[config.mk]
export PLATFORM = sky130hd
export DESIGN_NAME = life_automaton_generation
export DESIGN_NICKNAME = d
export VERILOG_FILES = /design/src/life_pkg.sv /design/src/life_ram.sv /design/src/life_seq.sv /design/src/life_eval.sv /design/src/life_outq.sv /design/src/life_automaton_generation.sv
export SDC_FILE = /design/constraint.sdc
export NUM_CORES = 2
export LEC_CHECK = 0
export CAP_MARGIN = 20
export CORE_UTILIZATION = 55
export CTS_CLUSTER_DIAMETER = 200
export DETAILED_ROUTE_END_ITERATION = 6
export DONT_BUFFER_PORTS = 1
export MAX_ROUTING_LAYER = met4
export PLACE_DENSITY = 0.79
export SYNTH_ARGS = -nofsm -noshare
export SYNTH_HDL_FRONTEND = slang
export SYNTH_SLANG_ARGS = --single-unit
[constraint.sdc]
create_clock -name clk -period 20 [get_ports clk]
set_input_delay 4 -clock clk [delete_from_list [all_inputs] [get_ports clk]]
set_output_delay 4 -clock clk [all_outputs]
set_load 0.005 [all_outputs]
[src/life_pkg.sv]
package life_pkg;

  // Largest board side that the line store holds
  localparam int MAX_SIZE = 1024;

  // Width of the configuration write data
  localparam int CFG_W = 11;
  // Side length at reset
  localparam int BOARD_RESET = 20;

  // Column index and line store address
  localparam int COL_W = $clog2(MAX_SIZE);
  // Row index and side length; a row runs up to side + 1 during the flush
  localparam int POS_W = $clog2(MAX_SIZE + 2);
  // Coordinates on the result channel
  localparam int OUT_W = 10;

  // Line store entry: bit 0 row above, bit 1 two rows above
  localparam int LS_W = 2;

  // Result queue
  localparam int OQ_DEPTH = 3;
  localparam int OQ_PTR_W = $clog2(OQ_DEPTH);
  localparam int OQ_CNT_W = $clog2(OQ_DEPTH + 1);

  // Input kind codes
  localparam logic KIND_CELL  = 1'b0;
  localparam logic KIND_FLUSH = 1'b1;

  // One accepted item on its way into the cell evaluation stage
  typedef struct packed {
    logic             vld;
    logic             alive;
    logic [POS_W-1:0] row;
    logic [COL_W-1:0] col;
  } life_item_t;

  // One result on its way to the output queue
  typedef struct packed {
    logic             next_alive;
    logic [OUT_W-1:0] row;
    logic [OUT_W-1:0] col;
    logic             last;
  } life_res_t;

endpackage

[src/life_ram.sv]
module life_ram #(
  parameter int WIDTH = 2,
  parameter int DEPTH = 1024
) (
  input  logic                     clk,
  input  logic                     we,
  input  logic [$clog2(DEPTH)-1:0] waddr,
  input  logic [WIDTH-1:0]         wdata,
  input  logic                     re,
  input  logic [$clog2(DEPTH)-1:0] raddr,
  output logic [WIDTH-1:0]         rdata
);

  logic [WIDTH-1:0] mem_r [DEPTH];

  // Read returns the old contents on a same-address write
  always_ff @(posedge clk) begin
    if (we) begin
      mem_r[waddr] <= wdata;
    end
    if (re) begin
      rdata <= mem_r[raddr];
    end
  end

endmodule

[src/life_seq.sv]
module life_seq (
  input  logic                          clk,
  input  logic                          rst_n,
  input  logic                          in_fire,
  input  logic                          in_kind,
  input  logic                          in_alive,
  input  logic                          cfg_fire,
  input  logic [life_pkg::CFG_W-1:0]    cfg_data,
  output life_pkg::life_item_t          item,
  output logic [life_pkg::POS_W-1:0]    side,
  output logic [life_pkg::COL_W-1:0]    rd_addr
);
  import life_pkg::*;

  logic [POS_W-1:0] side_r, side_nxt;
  logic [POS_W-1:0] in_row_r, in_row_nxt;
  logic [COL_W-1:0] in_col_r, in_col_nxt;
  life_item_t       item_r, item_nxt;
  logic [POS_W-1:0] col_inc;
  logic             end_of_pass;

  // Clamp the side length into 1 .. MAX_SIZE
  always_comb begin
    side_nxt = side_r;
    if (cfg_fire) begin
      if (cfg_data == '0) begin
        side_nxt = POS_W'(1);
      end else if (32'(cfg_data) > 32'(MAX_SIZE)) begin
        side_nxt = POS_W'(MAX_SIZE);
      end else begin
        side_nxt = POS_W'(cfg_data);
      end
    end
  end

  assign col_inc     = POS_W'(in_col_r) + POS_W'(1);
  assign end_of_pass = (in_col_r == '0) && (in_row_r == side_r + POS_W'(1));

  // Advance the raster position; wrap to the origin after the last result or on a configuration write
  always_comb begin
    in_row_nxt = in_row_r;
    in_col_nxt = in_col_r;
    if (cfg_fire) begin
      in_row_nxt = '0;
      in_col_nxt = '0;
    end else if (in_fire) begin
      if (end_of_pass) begin
        in_row_nxt = '0;
        in_col_nxt = '0;
      end else if (col_inc >= side_r) begin
        in_row_nxt = in_row_r + POS_W'(1);
        in_col_nxt = '0;
      end else begin
        in_col_nxt = col_inc[COL_W-1:0];
      end
    end
  end

  always_comb begin
    item_nxt       = item_r;
    item_nxt.vld   = in_fire;
    if (in_fire) begin
      item_nxt.alive = in_alive & (in_kind == KIND_CELL);
      item_nxt.row   = in_row_r;
      item_nxt.col   = in_col_r;
    end
  end

  always_ff @(posedge clk) begin
    if (!rst_n) begin
      side_r     <= POS_W'(BOARD_RESET);
      in_row_r   <= '0;
      in_col_r   <= '0;
      item_r.vld <= 1'b0;
    end else begin
      side_r     <= side_nxt;
      in_row_r   <= in_row_nxt;
      in_col_r   <= in_col_nxt;
      item_r.vld <= item_nxt.vld;
    end
    item_r.alive <= item_nxt.alive;
    item_r.row   <= item_nxt.row;
    item_r.col   <= item_nxt.col;
  end

  assign item    = item_r;
  assign side    = side_r;
  assign rd_addr = in_col_r;

endmodule

[src/life_eval.sv]
module life_eval (
  input  logic                          clk,
  input  logic                          rst_n,
  input  life_pkg::life_item_t          item,
  input  logic [life_pkg::POS_W-1:0]    side,
  input  logic                          clr,
  input  logic                          rd_en,
  input  logic [life_pkg::COL_W-1:0]    rd_addr,
  input  logic [life_pkg::LS_W-1:0]     rd_data,
  output logic                          wr_en,
  output logic [life_pkg::COL_W-1:0]    wr_addr,
  output logic [life_pkg::LS_W-1:0]     wr_data,
  output logic                          res_vld,
  output life_pkg::life_res_t           res
);
  import life_pkg::*;

  function automatic logic [3:0] popcount9(input logic [8:0] v);
    logic [3:0] n;
    n = '0;
    for (int i = 0; i < 9; i++) begin
      n = n + 4'(v[i]);
    end
    return n;
  endfunction

  function automatic logic life_rule(input logic centre, input logic [3:0] n);
    return (n == 4'd3) || (centre && (n == 4'd2));
  endfunction

  logic [8:0]       window_r, window_nxt;
  logic             fwd_hit_r;
  logic [LS_W-1:0]  fwd_data_r;
  logic [LS_W-1:0]  stored;
  logic [2:0]       column;
  logic [8:0]       win_sh;
  logic [8:0]       mask_a, mask_b;
  logic             emit_a, emit_b, last_b;
  logic [POS_W-1:0] row_m1, row_m2, side_m1;
  logic [POS_W:0]   side_p1;

  // Take the forwarded write data when the read hit the entry written alongside it
  assign stored  = fwd_hit_r ? fwd_data_r : rd_data;
  assign column  = {stored[1], stored[0], item.alive};
  assign win_sh  = {window_r[5:0], column};

  assign wr_en   = item.vld;
  assign wr_addr = item.col;
  assign wr_data = {stored[0], item.alive};

  assign row_m1  = item.row - POS_W'(1);
  assign row_m2  = item.row - POS_W'(2);
  assign side_m1 = side - POS_W'(1);
  assign side_p1 = {1'b0, side} + (POS_W + 1)'(1);

  assign emit_a  = (item.col != '0) && (item.row != '0);
  assign emit_b  = (item.col == '0) && (item.row >= POS_W'(2));
  assign last_b  = ({1'b0, item.row} == side_p1);

  // Neighbor masks: drop columns and rows that lie outside the board
  always_comb begin
    mask_a = 9'h1EF;
    if (item.col < COL_W'(2)) begin
      mask_a = mask_a & ~9'h1C0;
    end
    if (item.row < POS_W'(2)) begin
      mask_a = mask_a & ~9'h124;
    end
    if (item.row >= side) begin
      mask_a = mask_a & ~9'h049;
    end
    mask_b = 9'h03D;
    if (side < POS_W'(2)) begin
      mask_b = mask_b & ~9'h038;
    end
    if (item.row < POS_W'(3)) begin
      mask_b = mask_b & ~9'h024;
    end
    if (row_m1 >= side) begin
      mask_b = mask_b & ~9'h009;
    end
  end

  always_comb begin
    res_vld = item.vld && (emit_a || emit_b);
    if (emit_a) begin
      res.next_alive = life_rule(win_sh[4], popcount9(win_sh & mask_a));
      res.row        = row_m1[OUT_W-1:0];
      res.col        = OUT_W'(item.col - COL_W'(1));
      res.last       = 1'b0;
    end else begin
      res.next_alive = life_rule(window_r[1], popcount9(window_r & mask_b));
      res.row        = row_m2[OUT_W-1:0];
      res.col        = side_m1[OUT_W-1:0];
      res.last       = last_b;
    end
  end

  always_comb begin
    window_nxt = window_r;
    if (clr) begin
      window_nxt = '0;
    end else if (item.vld) begin
      window_nxt = (emit_b && last_b) ? 9'h000 : win_sh;
    end
  end

  always_ff @(posedge clk) begin
    if (!rst_n) begin
      window_r  <= '0;
      fwd_hit_r <= 1'b0;
    end else begin
      window_r  <= window_nxt;
      fwd_hit_r <= rd_en && item.vld && (rd_addr == item.col);
    end
  end

  always_ff @(posedge clk) begin
    fwd_data_r <= wr_data;
  end

endmodule

[src/life_outq.sv]
module life_outq (
  input  logic                          clk,
  input  logic                          rst_n,
  input  logic                          push,
  input  life_pkg::life_res_t           push_data,
  input  logic                          pop,
  output logic                          not_empty,
  output life_pkg::life_res_t           head,
  output logic [life_pkg::OQ_CNT_W-1:0] count
);
  import life_pkg::*;

  life_res_t           ent_r [OQ_DEPTH];
  logic [OQ_PTR_W-1:0] wr_ptr_r, wr_ptr_nxt;
  logic [OQ_PTR_W-1:0] rd_ptr_r, rd_ptr_nxt;
  logic [OQ_CNT_W-1:0] cnt_r, cnt_nxt;

  always_comb begin
    wr_ptr_nxt = wr_ptr_r;
    rd_ptr_nxt = rd_ptr_r;
    cnt_nxt    = cnt_r;
    if (push) begin
      wr_ptr_nxt = (wr_ptr_r == OQ_PTR_W'(OQ_DEPTH - 1)) ? '0 : wr_ptr_r + OQ_PTR_W'(1);
    end
    if (pop) begin
      rd_ptr_nxt = (rd_ptr_r == OQ_PTR_W'(OQ_DEPTH - 1)) ? '0 : rd_ptr_r + OQ_PTR_W'(1);
    end
    case ({push, pop})
      2'b10:   cnt_nxt = cnt_r + OQ_CNT_W'(1);
      2'b01:   cnt_nxt = cnt_r - OQ_CNT_W'(1);
      default: cnt_nxt = cnt_r;
    endcase
  end

  always_ff @(posedge clk) begin
    if (!rst_n) begin
      wr_ptr_r <= '0;
      rd_ptr_r <= '0;
      cnt_r    <= '0;
    end else begin
      wr_ptr_r <= wr_ptr_nxt;
      rd_ptr_r <= rd_ptr_nxt;
      cnt_r    <= cnt_nxt;
    end
  end

  always_ff @(posedge clk) begin
    if (push) begin
      ent_r[wr_ptr_r] <= push_data;
    end
  end

  assign not_empty = (cnt_r != '0);
  assign head      = ent_r[rd_ptr_r];
  assign count     = cnt_r;

endmodule

[src/life_automaton_generation.sv]
// One generation of Life (birth on three neighbors, survival on two or three)
// over a square board of board_size x board_size cells, streamed in raster
// order at one cell per clock while in_ready is high. Send the board row by row
// on in_kind = 0, then exactly board_size + 1 flush transactions (in_kind = 1).
// Each result names the cell it belongs to; it comes out once the cell's
// lower-right neighbor or a flush has arrived, so results trail the input by
// board_size + 1 transactions, and the final cell of the board carries out_last.
// Cells beyond the edge count as dead. The block sustains one transaction per
// clock on both channels while out_ready stays high: the two-row line store
// is a single 1024 x 2 memory that is read and written once per cell, and the
// output queue decouples the two sides. A result passes the sequencer's item
// register and then the output queue before it shows on out_valid. Writing
// cfg_board_size restarts the pass (0 acts as 1, values above 1024 as 1024);
// write it only while no transaction is in flight. After reset the side is 20.
module life_automaton_generation (
  input  logic                          clk,
  input  logic                          rst_n,
  input  logic                          in_valid,
  output logic                          in_ready,
  input  logic                          in_kind,
  input  logic                          in_alive,
  output logic                          out_valid,
  input  logic                          out_ready,
  output logic                          out_next_alive,
  output logic [life_pkg::OUT_W-1:0]    out_cell_row,
  output logic [life_pkg::OUT_W-1:0]    out_cell_col,
  output logic                          out_last,
  input  logic                          cfg_valid,
  output logic                          cfg_ready,
  input  logic [life_pkg::CFG_W-1:0]    cfg_board_size
);
  import life_pkg::*;

  logic                in_fire;
  logic                cfg_fire;
  logic                out_fire;
  life_item_t          item;
  logic [POS_W-1:0]    side;
  logic [COL_W-1:0]    rd_addr;
  logic [LS_W-1:0]     rd_data;
  logic                wr_en;
  logic [COL_W-1:0]    wr_addr;
  logic [LS_W-1:0]     wr_data;
  logic                res_vld;
  life_res_t           res;
  life_res_t           head;
  logic [OQ_CNT_W-1:0] q_count;

  // Configuration is always taken; the host must write it only between passes, which the block does not enforce
  assign cfg_ready = 1'b1;
  assign cfg_fire  = cfg_valid && cfg_ready;
  assign in_fire   = in_valid && in_ready;
  assign out_fire  = out_valid && out_ready;

  // Accept while the queue has room for everything already in flight,
  // counting the cell now in the evaluation stage
  assign in_ready = ((OQ_CNT_W + 1)'(q_count) + (OQ_CNT_W + 1)'(item.vld))
                    < (OQ_CNT_W + 1)'(OQ_DEPTH);

  // Raster position, side length and the launch of the line store read
  life_seq u_seq (
    .clk      (clk),
    .rst_n    (rst_n),
    .in_fire  (in_fire),
    .in_kind  (in_kind),
    .in_alive (in_alive),
    .cfg_fire (cfg_fire),
    .cfg_data (cfg_board_size),
    .item     (item),
    .side     (side),
    .rd_addr  (rd_addr)
  );

  // Line store: the two rows above, one entry per column
  life_ram #(
    .WIDTH (LS_W),
    .DEPTH (MAX_SIZE)
  ) u_line_store (
    .clk   (clk),
    .we    (wr_en),
    .waddr (wr_addr),
    .wdata (wr_data),
    .re    (in_fire),
    .raddr (rd_addr),
    .rdata (rd_data)
  );

  // Window shift, neighbor count and line store write-back
  life_eval u_eval (
    .clk     (clk),
    .rst_n   (rst_n),
    .item    (item),
    .side    (side),
    .clr     (cfg_fire),
    .rd_en   (in_fire),
    .rd_addr (rd_addr),
    .rd_data (rd_data),
    .wr_en   (wr_en),
    .wr_addr (wr_addr),
    .wr_data (wr_data),
    .res_vld (res_vld),
    .res     (res)
  );

  // Hold results until the consumer takes them
  life_outq u_outq (
    .clk       (clk),
    .rst_n     (rst_n),
    .push      (res_vld),
    .push_data (res),
    .pop       (out_fire),
    .not_empty (out_valid),
    .head      (head),
    .count     (q_count)
  );

  assign out_next_alive = head.next_alive;
  assign out_cell_row   = head.row;
  assign out_cell_col   = head.col;
  assign out_last       = head.last;

endmodule

-- After elaboration in Yosys (flattened, before gate mapping)
Memory sizes are Yosys's and may differ from the RTL's. A register that Yosys moved wholly into a read port is not among the register bits.
Index checks and enable logic that the tools add are counted.
- add/subtract/negate cells: 29
- magnitude comparators: 10
- equal/unequal tests: 11
- mux-type cells: 24
- bitwise gates (word level): 5
- reduce and logical (&&, ||, !) cells: 24
- operator list (kind ; count):
    4-bit by 1-bit adder with 4-bit output ; 14
    11-bit 2-to-1 mux ; 4
    11-bit >= comparator ; 3
    11-bit by 2-bit < comparator with 1-bit output (second input constant) ; 3
    9-bit 2-to-1 mux ; 3
    11-bit by 1-bit adder with 11-bit output (second input constant) ; 2
    22-bit 2-to-1 mux ; 1
    10-bit zero test ; 2
    10-bit 2-to-1 mux ; 2
    10-bit by 1-bit subtractor with 10-bit output (second input constant) ; 2
    4-bit by 2-bit equality test with 1-bit output (second input constant) ; 4
    11-bit by 1-bit adder with 12-bit output (second input constant) ; 1
    11-bit by 12-bit equality test with 1-bit output ; 1
    6-bit 2-to-1 mux ; 2
    10-bit by 1-bit adder with 11-bit output (second input constant) ; 1
    11-bit equality test ; 1
    11-bit by 2-bit >= comparator with 1-bit output (second input constant) ; 1
    11-bit greater-than comparator (second input constant) ; 1
    1-bit logical AND ; 11
    11-bit zero test ; 1
    11-bit nonzero test ; 1
    11-bit by 1-bit subtractor with 11-bit output (second input constant) ; 1
    10-bit equality test ; 1
    10-bit by 2-bit < comparator with 1-bit output (second input constant) ; 1
    22 further kinds ; 39
- bits in registers: 73
- RAM bits: 2114
- output and inout port bits: 25
- memories: 2
- memory list (memory ; depth ; bits a word ; read ports ; clocked after memory_dff ; write ports ; line ; RTL):
    u_line_store.mem_r ; 1024 ; 2 ; 1 ; 1 ; 1 ; life_ram.sv:14 ; logic [WIDTH-1:0] mem_r [DEPTH];
    u_outq.ent_r ; 3 ; 22 ; 1 ; 1 ; 1 ; life_outq.sv:13 ; life_res_t ent_r [OQ_DEPTH];

-- Longest topological paths before layout
- word-level depth: 17
- mapped depth: 21

-- Cells and area by module
From an unflattened synthesis, not the netlist that was laid out.
- cells, all modules: 5641
- area total of the unflattened synthesis: 92293.5 µm²
- modules (own cells, without submodules) (module ; times used ; cells each ; area each (µm²) ; sequential area each (µm²)):
    life_ram ; 1 ; 4793 ; 83777.8 ; 61559.0
    life_seq ; 1 ; 314 ; 2971.6 ; 1321.3
    life_outq ; 1 ; 172 ; 2752.6 ; 2142.1
    life_eval ; 1 ; 355 ; 2733.9 ; 180.2
    life_automaton_generation ; 1 ; 7 ; 57.6 ; 0.0

-- Worst setup path before layout
OpenSTA, ideal clock, no wires.
- path kind: reg-to-reg
- start point: register u_seq.item_r (netlist bit u_seq.item[21])
- end point: memory u_outq.ent_r[0][21] in the netlist's numbering, data pin
- library setup time: 0.233 ns
- arrival: 15.317 ns
- setup slack: 4.450 ns
- cell stages (with the launch flop): 10
- path buffers: 0
- period minus slack after synthesis: 15.550 ns
- cells stage by stage: edfxtp_1 -> and3b_1 -> ha_1 -> inv_1 -> fa_1 -> fa_1 -> fa_1 -> nor2_1 -> a31oi_1 -> o41ai_1
- RTL lines (element ; line ; RTL):
    start, declared ; life_seq.sv:18 ; life_item_t item_r, item_nxt;
    end, declared ; life_outq.sv:13 ;

==> key figures <==
Floorplanning
  – FP Rows: 149
  – Die Ht: approximately 410 um
  – IO Pins: 43
  – Die X: 412 um
  – Starting Density: a little under three fifths
  – Core footprint: 166000 um^2
  – Total Die Area: 169000 um^2

Pwr
  – Net Sw Power: 2130 uW
  – Maximum vdd drop: 98.8 uV
  – Power Density: 94.4 nW/um^2
  – Gate power share: 6.2%
  – Clock share of power: 39.7%
  – Pwr Total: around 9600 uW
  – Sw Share: 22.3%
  – Lkg Pwr: between 0.03 and 0.04 uW
  – Internal: 7430 uW
  – Sequential share of power: 54.1%

Clock network
  – Clock root cell: clkbuf_16
  – Clock Tree Buf Depth: 3
  – H-tree levels: 4
  – # resized after CTS: 0
  – Clk_lat worst skew: 880 ps
  – Num CTS Buffers: between 200 and 250
  – Post-CTS Setup Repair Bufs: 0
  – Hold_buf cts: 0
  – CTS Sinks: 2188
  – CTS tree: built
  – Clk pin slew, worst setup/hold paths: 60 ps

Drt
  – Detailed-route via count: 55.5k
  – Routed WL per cell: roughly 33 um
  – # DRC: 1
  – Highest metal used: met4
  – Initial DRC Count: 10.0k
  – Pre-antenna DRT Iters: 7
  – WL final: around 260000 um
  – Antenna Nets Post-Route: 0
  – Met2 WL: 120000 um
  – DRT met1 WL: about 86000 um
  – Metal3 WL: about 40000 um
  – Via-to-Cell Ratio: about 6.9

Setup path
  – Critical path origin: u_seq.rd_addr[0]
  – R2r setup slk: about 13000 ps
  – Most numerous cell on the critical path: buf_4
  – R2R cell count: 12
  – FF-to-FF End: u_line_store.rdata[1]
  – Worst R2R Start: u_seq.rd_addr[0]
  – Crit-path slowest cell: dfxtp_4
  – Slowest stage delay, CP: 870 ps
  – Crit path launch type: flip-flop
  – Crit end category: flip-flop
  – Cell Chain, Critical Path: buf_4 > buf_4 > buf_4 > buf_4 > mux4_2 > mux2i_1 > o22ai_1 > a2111oi_0 > buf_4 > o31ai_1 > a221oi_1 > a41oi_1
  – Crit path max fanout: 44
  – Crit Path Class: flip-flop to flip-flop
  – Required time of the critical path: 20580 ps
  – CP arrival: 7170 ps

Timing
  – Unrepaired setup endpoints after global routing: false
  – Setup total negative slack: 0 ps
  – Final setup fails: 0
  – Final worst-path cycle share: 33.0%
  – Fmax: about 0.15 GHz
  – Fin. Hold Viols: 0
  – Fin. max-slew vios: 0
  – Slack of the critical path: 13410 ps
  – Min Tclk post-route: ~6600 ps
  – Slew at the pin closest to its max-slew limit: 1280 ps
  – Relative slew slack: approximately 15%
  – Final Skew: 33.3 ps

Finish
  – Layout cell share with drive strength beyond 1: 16.7%
  – Cell area after layout: 101000 um^2
  – Area Growth Syn to Fin: 9.77%
  – Most frequent cells in the layout: edfxtp_1, nor2_1, mux4_2, nand2_1, mux2i_1
  – # nets final: around 5.7k
  – Commonest non-fill, non-tap cell in the layout: edfxtp_1
  – Post-layout util: 61.1%

Logic synthesis
  – FFs w/ async S/R, synth: 0%
  – Largest area contributor in the netlist: edfxtp_1
  – Area share of the leading cell type in the synthesized netlist: 69.6%
  – Ys flop type: edfxtp_1
  – Register area share after synthesis: 70.7%
  – Yosys warns: 0
  – EDFF count, synth: 2138
  – Count of different cell masters after synthesis: 79
  – Mapped Cells: 5724
  – Flop and latch count out of synthesis: approximately 2.2k
  – Synth area leaders: edfxtp_1, mux4_2, nor2_1, mux2i_1, nand2_1
  – Syn Std Cell Area: 92200 um^2
  – Post-Syn Nets: 5799
  – Syn avg cell area: 16.1 um^2

Global route
  – Vias in the first global route: 53.8k
  – Antenna violations before repair: 12
  – First-pass GRT wire length: between 300000 and 400000 um
  – GR Overflow Total: 0
  – Gr usage total: a little under a third
  – Largest net degree at the start of global routing: approximately 250

Placed design
  – Placed inst area: 94200 um^2
  – Dpl hpwl: around 140000 um
  – I/O Buffers: 0
  – Pre-CTS setup slack: 13630 ps
  – Final GP Congestion: 0.890

Status
  – Failing checks: DRC
  – Status: complete, but fails checks

Hold path
  – Hold endpoint: u_seq.in_row_r[1]
  – Worst Hold Launch: u_seq.in_row_r[1]
  – Hold Path Class: flip-flop to flip-flop
  – Hold path depth: 2

Run
  – Max-cap violations: 0
## metrics by stage
step,hold WS [ps],cells
2_1_floorplan,403,5724
3_3_place_gp,484,7590
3_5_place_dp,502,7602
4_1_cts,523,7988
5_1_grt,535,8012
6_report,521,8015
## final cells by class
type                       count  area [um^2]
multi-input combinational   3040        24800
sequential                  2188        65200
tap                         2189         2740
inverter                      33          129
timing repair buffer         171         1870
antenna                        8         20.0
fill                       11200        64500
clock inverter               141         1110
clock buffer                 245         5350
## power groups by stage
stage               clock network, uW  logic [uW]  registers [uW]
floorplan                           0         379            5390
global placement                    0         548            5270
detailed placement                  0         565            5270
CTS                              3790         568            5180
global route                     3960         629            5170
finish                           3790         596            5170
## worst max-delay path: cells and delay by family (launching register included)
family / cells / cell delay (ps)
AOI/OAI and AO/OA: 5 / 1540
buffers and inverters: 5 / 3020
DFF: 1 / 870
muxes: 2 / 750
## state kept, by name (all words and copies together) (netlist names), named ones only
| register | cells |
|---|---|
| u_seq.rd_addr | 10 |
| u_eval.fwd_hit_r | 1 |
| u_outq.ent_r | 66 |
| u_outq.count | 2 |
| u_eval.fwd_data_r | 2 |
| u_line_store.mem_r | 2048 |
| u_outq.wr_ptr_r | 2 |
| u_outq.rd_ptr_r | 2 |
| u_seq.in_row_r | 11 |
| u_line_store.rdata | 2 |
| u_seq.item | 23 |
| u_seq.side | 11 |
| u_eval.window_r | 6 |
## worst max-delay path by stage
stage | to | slack [ps] | cells past startpoint
2_1_floorplan | u_outq.ent_r[0][21] | 4450 | 9
3_3_place_gp | u_line_store.rdata[1] | 13650 | 12
3_5_place_dp | u_line_store.rdata[1] | 13630 | 12
4_1_cts | in_ready | 13400 | 4
5_1_grt | u_line_store.rdata[1] | 13120 | 12
6_report | u_line_store.rdata[1] | 13410 | 12
## synth_stat cells, drive strengths merged, types with 7 or more instances
| library cell | instances |
|---|---|
| clkbuf | 253 |
| o221ai | 17 |
| nand4b | 10 |
| mux2i | 272 |
| nand2 | 275 |
| ha | 51 |
| nor3 | 46 |
| nor4 | 15 |
| a31oi | 28 |
| nand3 | 108 |
| a22oi | 45 |
| a21oi | 75 |
| xor2 | 22 |
| inv | 32 |
| mux2 | 8 |
| o31ai | 17 |
| a211oi | 15 |
| dfxtp | 50 |
| nand4 | 34 |
| nor2 | 1112 |
| nor3b | 10 |
| o21a | 10 |
| xnor2 | 54 |
| a311oi | 8 |
| a221oi | 50 |
| or4 | 8 |
| and2 | 13 |
| edfxtp | 2138 |
| and3 | 26 |
| mux4 | 437 |
| buf | 210 |
| nor2b | 35 |
| nand2b | 10 |
| o211ai | 18 |
| a2111oi | 7 |
| o22ai | 27 |
| a211o | 7 |
| o21ai | 92 |
## cells by family after synthesis
logic type,Yosys count,share of synthesized area [%]
other,1,0.00407
buffers and inverters,496,2.74
multiplexers,717,13.7
AND/OR/NAND/NOR,1726,7.86
AO/OA/AOI/OAI,463,3.43
XOR/XNOR,76,0.722
adder cells (fa/ha/maj),57,0.822
flip-flops,2188,70.7
## per-layer routing
| metal | global-route usage (%) | up-vias |
|---|---|---|
| li1 | - | 21900 |
| met1 | 40.5 | 27800 |
| met2 | 46.4 | 4973 |
| met3 | 8.17 | 869 |
| met4 | 16.6 | 0 |
| met5 | - | - |
Power figures use the tool's default switching activity.
